## src/sv/lfu_pkg.sv

```systemverilog
// ----------------------------------------------------------------------------
// lfu_pkg
// shared widths, operation codes and scan status for the lfu cache table
// ----------------------------------------------------------------------------
package lfu_pkg;

   localparam int KEY_W     = 32;
   localparam int VAL_W     = 32;
   localparam int STAMP_W   = 48;
   localparam int CAP_CFG_W = 5;
   localparam logic [CAP_CFG_W-1:0] CAP_CFG_RESET = 5'd16;

   localparam logic FUNC_GET = 1'b0;
   localparam logic FUNC_PUT = 1'b1;

   // status of one finished table scan
   typedef struct packed {
      logic hit;
      logic free_found;
      logic victim_found;
   } scan_flags_type;

endpackage

```

## src/sv/lfu_if.sv

```systemverilog
// ----------------------------------------------------------------------------
// lfu request and response channels
// valid/ready channels carrying the cache operation and its result
// ----------------------------------------------------------------------------
interface lfu_req_if;
   import lfu_pkg::*;
   logic                    valid;
   logic                    ready;
   logic                    func;
   logic signed [KEY_W-1:0] key;
   logic signed [VAL_W-1:0] value;

   modport source (output valid, func, key, value, input ready);
   modport sink   (input valid, func, key, value, output ready);
endinterface

interface lfu_rsp_if;
   import lfu_pkg::*;
   logic                    valid;
   logic                    ready;
   logic                    hit;
   logic signed [VAL_W-1:0] read_value;
   logic                    evicted;
   logic signed [KEY_W-1:0] evicted_key;

   modport source (output valid, hit, read_value, evicted, evicted_key, input ready);
   modport sink   (input valid, hit, read_value, evicted, evicted_key, output ready);
endinterface

```

## src/sv/lfu_ram.sv

```systemverilog
// ----------------------------------------------------------------------------
// lfu_ram
// generic single write port, single read port ram with registered read data
// ----------------------------------------------------------------------------
module lfu_ram #(
   parameter int WIDTH  = 8,
   parameter int DEPTH  = 16,
   parameter int ADDR_W = 4
) (
   input  logic              clock,
   input  logic              we,
   input  logic [ADDR_W-1:0] waddr,
   input  logic [WIDTH-1:0]  wdata,
   input  logic [ADDR_W-1:0] raddr,
   output logic [WIDTH-1:0]  rdata
);

   logic [WIDTH-1:0] mem_ff [DEPTH];

   always_ff @(posedge clock) begin
      if (we) begin
         mem_ff[waddr] <= wdata;
      end
      rdata <= mem_ff[raddr];
   end

endmodule

```

## src/sv/lfu_scan.sv

```systemverilog
// ----------------------------------------------------------------------------
// lfu_scan
// walks the entries one per cycle while cmp_en is high: key match, first free slot, lfu victim
// ----------------------------------------------------------------------------
module lfu_scan #(
   parameter int FREQ_BITS = 16,
   parameter int IDX_W     = 4
) (
   input  logic                          clock,
   input  logic                          start,
   input  logic                          cmp_en,
   input  logic [IDX_W-1:0]              cmp_idx,
   input  logic                          cmp_valid,
   input  logic [lfu_pkg::KEY_W-1:0]     cmp_key,
   input  logic [lfu_pkg::VAL_W-1:0]     cmp_value,
   input  logic [FREQ_BITS-1:0]          cmp_freq,
   input  logic [lfu_pkg::STAMP_W-1:0]   cmp_stamp,
   input  logic [lfu_pkg::KEY_W-1:0]     search_key,
   output lfu_pkg::scan_flags_type       flags,
   output logic [IDX_W-1:0]              hit_idx,
   output logic [lfu_pkg::VAL_W-1:0]     hit_value,
   output logic [FREQ_BITS-1:0]          hit_freq,
   output logic [IDX_W-1:0]              free_idx,
   output logic [IDX_W-1:0]              victim_idx,
   output logic [lfu_pkg::KEY_W-1:0]     victim_key
);
   import lfu_pkg::*;

   scan_flags_type       flags_ff;
   logic [IDX_W-1:0]     hit_idx_ff;
   logic [VAL_W-1:0]     hit_value_ff;
   logic [FREQ_BITS-1:0] hit_freq_ff;
   logic [IDX_W-1:0]     free_idx_ff;
   logic [IDX_W-1:0]     victim_idx_ff;
   logic [KEY_W-1:0]     victim_key_ff;
   logic [FREQ_BITS-1:0] best_freq_ff;
   logic [STAMP_W-1:0]   best_stamp_ff;
   logic                 better;

   // lower frequency wins, then the older stamp
   assign better = !flags_ff.victim_found || (cmp_freq < best_freq_ff) ||
                   ((cmp_freq == best_freq_ff) && (cmp_stamp < best_stamp_ff));

   always_ff @(posedge clock) begin
      if (start) begin
         flags_ff <= '0;
      end else if (cmp_en) begin
         if (cmp_valid) begin
            if (cmp_key == search_key && !flags_ff.hit) begin
               flags_ff.hit <= 1'b1;
               hit_idx_ff   <= cmp_idx;
               hit_value_ff <= cmp_value;
               hit_freq_ff  <= cmp_freq;
            end
            if (better) begin
               flags_ff.victim_found <= 1'b1;
               victim_idx_ff         <= cmp_idx;
               victim_key_ff         <= cmp_key;
               best_freq_ff          <= cmp_freq;
               best_stamp_ff         <= cmp_stamp;
            end
         end else if (!flags_ff.free_found) begin
            flags_ff.free_found <= 1'b1;
            free_idx_ff         <= cmp_idx;
         end
      end
   end

   assign flags      = flags_ff;
   assign hit_idx    = hit_idx_ff;
   assign hit_value  = hit_value_ff;
   assign hit_freq   = hit_freq_ff;
   assign free_idx   = free_idx_ff;
   assign victim_idx = victim_idx_ff;
   assign victim_key = victim_key_ff;

endmodule

```

## src/sv/lfu_cache_table_core.sv

```systemverilog
// ----------------------------------------------------------------------------
// lfu_cache_table_core
// key-value cache, least frequently used replacement with oldest-stamp tiebreak
// ----------------------------------------------------------------------------
//  channel | direction | transfer
//  req     | in        | func, key, value
//  rsp     | out       | hit, read_value, evicted, evicted_key
//  csr     | in        | capacity_in_use, written when csr_we is high
//
//  an item passes through accept, then a scan of the entry ram
//  (one read per cycle, registered read data), then one write
//  reset is synchronous: clears valid bits, occupancy, order counter; presets capacity
//  the ram contents need no reset; an entry is only used while its valid bit is set
//  a stalled rsp holds the write step until the output register frees up
// ----------------------------------------------------------------------------
module lfu_cache_table_core #(
   parameter int CAPACITY  = 16,
   parameter int FREQ_BITS = 16
) (
   input  logic                           clock,
   input  logic                           reset,
   lfu_req_if.sink                        req,
   lfu_rsp_if.source                      rsp,
   input  logic                           csr_we,
   input  logic [lfu_pkg::CAP_CFG_W-1:0]  csr_wdata
);
   import lfu_pkg::*;

   localparam int IDX_W = (CAPACITY > 1) ? $clog2(CAPACITY) : 1;
   localparam int CNT_W = $clog2(CAPACITY + 1);
   localparam int OCC_W = $clog2(CAPACITY + 1);
   localparam int CMP_W = (OCC_W > CAP_CFG_W) ? OCC_W : CAP_CFG_W;
   localparam int REC_W = KEY_W + VAL_W + FREQ_BITS + STAMP_W;
   localparam logic [FREQ_BITS-1:0] FREQ_MAX = '1;

   typedef enum logic [1:0] {S_IDLE, S_SCAN, S_WRITE} state_type;

   state_type            state_ff, state_in;
   logic [CAP_CFG_W-1:0] cap_cfg_ff;
   logic [CNT_W-1:0]     cnt_ff, cnt_in;
   logic [OCC_W-1:0]     occ_ff, occ_in;
   logic [STAMP_W-1:0]   order_ff, order_in;
   logic [CAPACITY-1:0]  valid_ff, valid_in;

   // latched request
   logic                 func_ff;
   logic [KEY_W-1:0]     key_ff;
   logic [VAL_W-1:0]     value_ff;

   // output register
   logic                 rsp_valid_ff, rsp_valid_in;
   logic                 hit_ff, hit_in;
   logic [VAL_W-1:0]     read_value_ff, read_value_in;
   logic                 evicted_ff, evicted_in;
   logic [KEY_W-1:0]     evicted_key_ff, evicted_key_in;

   // ram ports
   logic                 ram_we;
   logic [IDX_W-1:0]     ram_waddr;
   logic [REC_W-1:0]     ram_wdata;
   logic [IDX_W-1:0]     ram_raddr;
   logic [REC_W-1:0]     ram_rdata;

   // scan results
   scan_flags_type       flags;
   logic [IDX_W-1:0]     hit_idx, free_idx, victim_idx;
   logic [VAL_W-1:0]     hit_value;
   logic [FREQ_BITS-1:0] hit_freq;
   logic [KEY_W-1:0]     victim_key;

   logic                 req_xfer, out_free, scan_start, cmp_en;
   logic [CNT_W-1:0]     cnt_dec;
   logic [IDX_W-1:0]     cmp_idx;
   logic [CMP_W-1:0]     cap_cfg_ext, cap_eff, occ_ext;
   logic [FREQ_BITS-1:0] bumped_freq;

   assign req_xfer   = req.valid && req.ready;
   assign out_free   = !rsp_valid_ff || rsp.ready;
   assign scan_start = req_xfer;

   // compare the entry read in the previous cycle
   assign cmp_en    = (state_ff == S_SCAN) && (cnt_ff != '0);
   assign cnt_dec   = cnt_ff - CNT_W'(1);
   assign cmp_idx   = cnt_dec[IDX_W-1:0];
   assign ram_raddr = cnt_ff[IDX_W-1:0];

   // capacity above CAPACITY acts as CAPACITY
   assign cap_cfg_ext = CMP_W'(cap_cfg_ff);
   assign occ_ext     = CMP_W'(occ_ff);
   assign cap_eff     = (cap_cfg_ext > CMP_W'(CAPACITY)) ? CMP_W'(CAPACITY) : cap_cfg_ext;

   // frequency saturates but still takes a fresh stamp
   assign bumped_freq = (hit_freq == FREQ_MAX) ? hit_freq : hit_freq + FREQ_BITS'(1);

   lfu_ram #(
      .WIDTH  (REC_W),
      .DEPTH  (CAPACITY),
      .ADDR_W (IDX_W)
   ) u_ram (
      .clock (clock),
      .we    (ram_we),
      .waddr (ram_waddr),
      .wdata (ram_wdata),
      .raddr (ram_raddr),
      .rdata (ram_rdata)
   );

   lfu_scan #(
      .FREQ_BITS (FREQ_BITS),
      .IDX_W     (IDX_W)
   ) u_scan (
      .clock      (clock),
      .start      (scan_start),
      .cmp_en     (cmp_en),
      .cmp_idx    (cmp_idx),
      .cmp_valid  (valid_ff[cmp_idx]),
      .cmp_key    (ram_rdata[REC_W-1 -: KEY_W]),
      .cmp_value  (ram_rdata[REC_W-KEY_W-1 -: VAL_W]),
      .cmp_freq   (ram_rdata[STAMP_W +: FREQ_BITS]),
      .cmp_stamp  (ram_rdata[STAMP_W-1:0]),
      .search_key (key_ff),
      .flags      (flags),
      .hit_idx    (hit_idx),
      .hit_value  (hit_value),
      .hit_freq   (hit_freq),
      .free_idx   (free_idx),
      .victim_idx (victim_idx),
      .victim_key (victim_key)
   );

   always_comb begin
      state_in       = state_ff;
      cnt_in         = cnt_ff;
      occ_in         = occ_ff;
      order_in       = order_ff;
      valid_in       = valid_ff;
      rsp_valid_in   = rsp_valid_ff && !rsp.ready;
      hit_in         = hit_ff;
      read_value_in  = read_value_ff;
      evicted_in     = evicted_ff;
      evicted_key_in = evicted_key_ff;
      ram_we         = 1'b0;
      ram_waddr      = hit_idx;
      ram_wdata      = {key_ff, hit_value, bumped_freq, order_ff};

      case (state_ff)
         S_IDLE: begin
            if (req_xfer) begin
               state_in = S_SCAN;
               cnt_in   = '0;
            end
         end
         S_SCAN: begin
            // last entry compared when the counter has reached CAPACITY
            if (cnt_ff == CNT_W'(CAPACITY)) begin
               state_in = S_WRITE;
            end else begin
               cnt_in = cnt_ff + CNT_W'(1);
            end
         end
         S_WRITE: begin
            if (out_free) begin
               state_in       = S_IDLE;
               rsp_valid_in   = 1'b1;
               hit_in         = flags.hit;
               read_value_in  = '0;
               evicted_in     = 1'b0;
               evicted_key_in = '0;
               if (func_ff == FUNC_GET) begin
                  if (flags.hit) begin
                     read_value_in = hit_value;
                     ram_we        = 1'b1;
                     order_in      = order_ff + STAMP_W'(1);
                  end
               end else if (cap_eff != '0) begin
                  ram_we   = 1'b1;
                  order_in = order_ff + STAMP_W'(1);
                  if (flags.hit) begin
                     // update in place
                     ram_wdata = {key_ff, value_ff, bumped_freq, order_ff};
                  end else begin
                     ram_wdata = {key_ff, value_ff, FREQ_BITS'(1), order_ff};
                     if (occ_ext < cap_eff && flags.free_found) begin
                        ram_waddr = free_idx;
                        occ_in    = occ_ff + OCC_W'(1);
                     end else if (flags.victim_found) begin
                        ram_waddr      = victim_idx;
                        evicted_in     = 1'b1;
                        evicted_key_in = victim_key;
                     end else begin
                        ram_waddr = '0;
                        occ_in    = occ_ff + OCC_W'(1);
                     end
                     valid_in[ram_waddr] = 1'b1;
                  end
               end
            end
         end
         default: begin
            state_in = S_IDLE;
         end
      endcase
   end

   always_ff @(posedge clock) begin
      if (reset) begin
         state_ff     <= S_IDLE;
         cnt_ff       <= '0;
         occ_ff       <= '0;
         order_ff     <= '0;
         valid_ff     <= '0;
         rsp_valid_ff <= 1'b0;
         cap_cfg_ff   <= CAP_CFG_RESET;
      end else begin
         state_ff     <= state_in;
         cnt_ff       <= cnt_in;
         occ_ff       <= occ_in;
         order_ff     <= order_in;
         valid_ff     <= valid_in;
         rsp_valid_ff <= rsp_valid_in;
         if (csr_we) begin
            cap_cfg_ff <= csr_wdata;
         end
      end
      hit_ff         <= hit_in;
      read_value_ff  <= read_value_in;
      evicted_ff     <= evicted_in;
      evicted_key_ff <= evicted_key_in;
      if (req_xfer) begin
         func_ff  <= req.func;
         key_ff   <= req.key;
         value_ff <= req.value;
      end
   end

   assign req.ready       = (state_ff == S_IDLE);
   assign rsp.valid       = rsp_valid_ff;
   assign rsp.hit         = hit_ff;
   assign rsp.read_value  = read_value_ff;
   assign rsp.evicted     = evicted_ff;
   assign rsp.evicted_key = evicted_key_ff;

`ifndef SYNTHESIS
   // a request transfer always starts a scan
   a_accept_scan: assert property (@(posedge clock) disable iff (reset)
      req_xfer |=> state_ff == S_SCAN)
      else $error("scan did not start after request transfer");

   // the entry ram is only written in the write step
   a_write_step: assert property (@(posedge clock) disable iff (reset)
      ram_we |-> (state_ff == S_WRITE) && out_free)
      else $error("ram write outside write step");

   // occupancy tracks the number of valid entries
   a_occupancy: assert property (@(posedge clock) disable iff (reset)
      $countones(valid_ff) == int'(occ_ff))
      else $error("occupancy out of step with valid bits");
`endif

endmodule
```

## src/flat_wrapper.sv

```systemverilog
// flat-port wrapper written by rule: the top's interface ports become plain ports
module lfu_cache_table_core_flat import lfu_pkg::*;
#(
   parameter int CAPACITY  = 16,
   parameter int FREQ_BITS = 16
)
  (clock, reset, csr_we, csr_wdata, req_valid, req_func, req_key, req_value, req_ready, rsp_valid, rsp_hit, rsp_read_value, rsp_evicted, rsp_evicted_key, rsp_ready);
  lfu_req_if req_i ();
  lfu_rsp_if rsp_i ();
  input  logic clock;
  input  logic reset;
  input  logic csr_we;
  input  logic [lfu_pkg::CAP_CFG_W-1:0] csr_wdata;
  input wire logic [$bits(req_i.valid)-1:0] req_valid;
  input wire logic [$bits(req_i.func)-1:0] req_func;
  input wire logic [$bits(req_i.key)-1:0] req_key;
  input wire logic [$bits(req_i.value)-1:0] req_value;
  output wire logic [$bits(req_i.ready)-1:0] req_ready;
  output wire logic [$bits(rsp_i.valid)-1:0] rsp_valid;
  output wire logic [$bits(rsp_i.hit)-1:0] rsp_hit;
  output wire logic [$bits(rsp_i.read_value)-1:0] rsp_read_value;
  output wire logic [$bits(rsp_i.evicted)-1:0] rsp_evicted;
  output wire logic [$bits(rsp_i.evicted_key)-1:0] rsp_evicted_key;
  input wire logic [$bits(rsp_i.ready)-1:0] rsp_ready;
  assign req_i.valid = req_valid;
  assign req_i.func = req_func;
  assign req_i.key = req_key;
  assign req_i.value = req_value;
  assign req_ready = req_i.ready;
  assign rsp_valid = rsp_i.valid;
  assign rsp_hit = rsp_i.hit;
  assign rsp_read_value = rsp_i.read_value;
  assign rsp_evicted = rsp_i.evicted;
  assign rsp_evicted_key = rsp_i.evicted_key;
  assign rsp_i.ready = rsp_ready;
  lfu_cache_table_core #(.CAPACITY(CAPACITY), .FREQ_BITS(FREQ_BITS)) u_core (.clock(clock), .reset(reset), .req(req_i), .rsp(rsp_i), .csr_we(csr_we), .csr_wdata(csr_wdata));
endmodule
```

## config.mk

```make
export PLATFORM = sky130hd
export DESIGN_NAME = lfu_cache_table_core_flat
export DESIGN_NICKNAME = d
export VERILOG_FILES = /design/src/sv/lfu_pkg.sv /design/src/sv/lfu_if.sv /design/src/sv/lfu_ram.sv /design/src/sv/lfu_scan.sv /design/src/sv/lfu_cache_table_core.sv /design/src/flat_wrapper.sv
export SDC_FILE = /design/constraint.sdc
export NUM_CORES = 2
export LEC_CHECK = 0
export ABC_AREA = 0
export CORE_AREA = 3 3 264 525
export CTS_BUF_LIST = sky130_fd_sc_hd__clkbuf_8
export CTS_CLUSTER_DIAMETER = 80
export DETAILED_ROUTE_END_ITERATION = 12
export DIE_AREA = 0 0 267 528
export DONT_BUFFER_PORTS = 1
export MAX_ROUTING_LAYER = met4
export PLACE_DENSITY = 0.91
export SLEW_MARGIN = 10
export SYNTH_ARGS = -nofsm -noshare
export SYNTH_HDL_FRONTEND = slang
export SYNTH_SLANG_ARGS = --single-unit
```

## constraint.sdc

```tcl
create_clock -name clock -period 21.5 [get_ports clock]
set_clock_uncertainty 0.2 [all_clocks]
set_input_delay 4.3 -clock clock [delete_from_list [all_inputs] [get_ports clock]]
set_output_delay 4.3 -clock clock [all_outputs]
set_load 0.01 [all_outputs]
```

==> run metrics <==
status=completed; prevailing post-synth register cell=edfxtp_1; clock sink total=between 2k and 3k; I/O Buffers=0; Int Pwr=around 7.3 mW; r2r endpoint=u_core.u_ram.mem_ff[5][92]; asr flop ratio synth=0%; mean post-synth cell area=between 20 and 25 sq um; vias in the first global route=51.3k; Tot Pwr=around 9 mW; layout cells sized above 1=approximately a quarter; Hold Path Sink=u_core.u_scan.hit_value[20]; power per cell area=around 89 mW/mm^2; Worst EP required=around 22000 ps; # hold bufs at CTS=0; total track usage=38.6%; hold path cells=0; Switch Pwr=approximately 2.0 mW; row cnt=~190; fin nets=4603; clk buf depth=4; RSZ-0062 raised after global routing=no; io pins=approximately 140; Min-Delay Path Class=flip-flop to flip-flop; Slew @ Worst Pin=between 1000 and 1500 ps; Sw Ratio=21.2%; area grow syn2layout=9.24%; clk_lat worst skew=between 900 and 1000 ps; Starting Density=between 70% and 80%; combinational power share=2.0%; post-route insts no fill=6458; Reg2Reg Setup Slack=approximately 15000 ps; FF-to-FF path depth=9; wire length of the first global-routing pass=about 370 mm; Slew HR=slightly above 4%; # Post-CTS Setup Buffers=0; Worst-path clk slew=about 80 ps; first-pass detailed-route iteration total=8; leakage power=between 20 and 30 nW; HPWL Detailed=131 mm; Synth Cell Area=0.0954 sq mm; Achievable Freq=roughly 110 MHz; die height=528 microns; crit path time final=roughly 9000 ps; area of the die=approximately 0.14 sq mm; max-slew violations=0; Initial DRC Count=between 8k and 9k; Mapped Nets=4385; maxcap violations=0; H-tree depth=5; chip width=roughly 270 microns; crit path max fanout=56; Worst setup SP type=input pin; sequential fraction of the synthesis area=slightly below 80%; drt drc=0; Ys Warns=0; initial antenna violation count=10; Hold Violations, Final=0; Final setup viols=0; GR Overflow Total=0; antenna-violating nets left=0; average wire per standard cell=just under 40 microns; number of buffers created by CTS=320; Fillers=around 5.7k; Final period util=a little over two fifths; crit path DAT=9340 ps; clock share of power=slightly below 40%; core area=about 0.14 sq mm; CP Class=input pin to flip-flop; clock root buffer=clkbuf_8; Cell variety after synth=70; Vias/cell=around 7.8; Post-synth EDFFs=around 2.3k; Synth Register Bits=~2.5k; TNS Setup=0 ps; Seq pwr share=58.4%; Placed Cells=5870; worst hold slack=a little over 200 ps; largest net degree at the start of global routing=154; maximum resistive drop on vdd=0.0963 mV; # resized after CTS=0; CP Capture Type=flip-flop; multi-input logic area=about 0.02 sq mm; final core occ=77.0%; RR Startpoint=u_core.cap_cfg_ext[0]; Register Area=0.0744 sq mm; CTS tree=done; Post-Synthesis Cells=~4.2k; total vias in the final route=between 50k and 60k; HP Start=u_core.u_ram.rdata[84]; GPL Wtd Cong=approximately 0.87; Routed WL=257 mm
[per-layer routing]
| metal | vias to the layer above | share of wire [%] | global-route usage [%] |
|---|---|---|---|
| met1 | 25100 | 30 | 47.2 |
| met2 | 5500 | 51 | 61.3 |
| met4 | 0 | 7.0 | 21.3 |
| met5 | - | 0 | - |
| li1 | 18100 | - | - |
| met3 | 1356 | 12 | 8.47 |
[cell families (layout without fill, tap and decap cells)]
logic type | Yosys count | in the layout | synth area share, %
mux | 693 | 693 | 15.8
buf+inv | 266 | 742 | 1.11
fa+ha+maj | 73 | 73 | 0.957
other cells | 0 | 8 | 0
xor+xnor | 71 | 71 | 0.652
simple gates | 420 | 420 | 2.36
compound gates | 166 | 166 | 1.21
flops | 2548 | 2548 | 78.0
[worst max-delay path, stage by stage]
cell	delay, ps
nand2b_1	120
nand2_1	270
or3_1	480
buf_4	270
nor4bb_1	570
a311o_1	350
nor2b_4	940
buf_4	940
buf_4	920
[power by group through the flow]
stage / Clock, mW / Combinational (mW) / Sequential [mW]
2_1_floorplan: 0 / 0.148 / 5.48
3_3_place_gp: 0 / 0.176 / 5.50
3_5_place_dp: 0 / 0.182 / 5.50
4_1_cts: 3.66 / 0.187 / 5.39
5_1_grt: 3.83 / 0.196 / 5.39
6_report: 3.65 / 0.186 / 5.39
[synthesized netlist by cell type (all sizes together) (27+ instances only)]
cell,n,area (sq um)
edfxtp,2335,70100
mux4,643,14500
dfxtp,213,4260
clkbuf,118,443
inv,87,327
nor2,77,289
ha,73,913
and2,72,450
nand2,72,270
buf,61,285
a21oi,50,250
xor2,50,438
nand4,38,238
nand3,36,180
o21ai,35,175
mux2,34,387
nor2b,27,169
[cell type report]
type | count | area share [%]
clock buffers | 359 | 4.74
diodes | 8 | 0.0192
inverters | 87 | 0.318
clock inverters | 221 | 1.51
well taps | 1737 | 2.09
flip-flops and latches | 2548 | 71.4
repair buffers | 75 | 0.612
multi-input cells | 1423 | 19.3
[stage by stage]
step                      instance area [sq um]  setup WS (ps)
after floorplan                           95400           9530
after global placement                    97700          12180
after detailed placement                  97700          12040
after CTS                                104000          12670
after global routing                     104000          12490
final                                    104000          12510
[worst max path at each step]
stage | from | depth (start not counted) | end | slack (ps)
finish | rsp_ready | 9 | u_core.u_ram.mem_ff[7][105] | 12510
global route | rsp_ready | 9 | u_core.u_ram.mem_ff[7][106] | 12490
CTS | rsp_ready | 9 | u_core.u_ram.mem_ff[7][115] | 12670
detailed placement | rsp_ready | 9 | u_core.u_ram.mem_ff[7][99] | 12040
global placement | rsp_ready | 9 | u_core.u_ram.mem_ff[7][99] | 12180
floorplan | rsp_ready | 7 | u_core.u_ram.mem_ff[11][0] | 9530
[placed cells by master (no fill, tap or decap), types with 10 or more instances in the layout]
cell type	count
nor2_1	77
and3_1	10
mux2i_1	16
mux4_2	643
o41ai_1	10
xor2_1	50
nand4_1	38
or3_1	20
nor2b_4	17
clkbuf_8	359
mux2_2	33
and2_1	72
buf_4	69
inv_1	173
clkinvlp_4	10
clkinv_1	44
edfxtp_1	2335
xnor2_1	21
nor2b_1	10
a21oi_1	50
nor3_1	20
dfxtp_1	209
o21ai_0	33
nand2_1	71
nand3_1	36
ha_1	73
clkinv_2	53
bufinv_16	24
[state kept, by name, indices dropped and copies added (netlist names), 48 cells and up]
name	count
u_core.u_ram.mem_ff	2048
u_core.order_ff	48
u_core.u_ram.rdata	128
u_core.u_scan.best_stamp_ff	48
No activity file was read; power rests on OpenSTA's default activity.
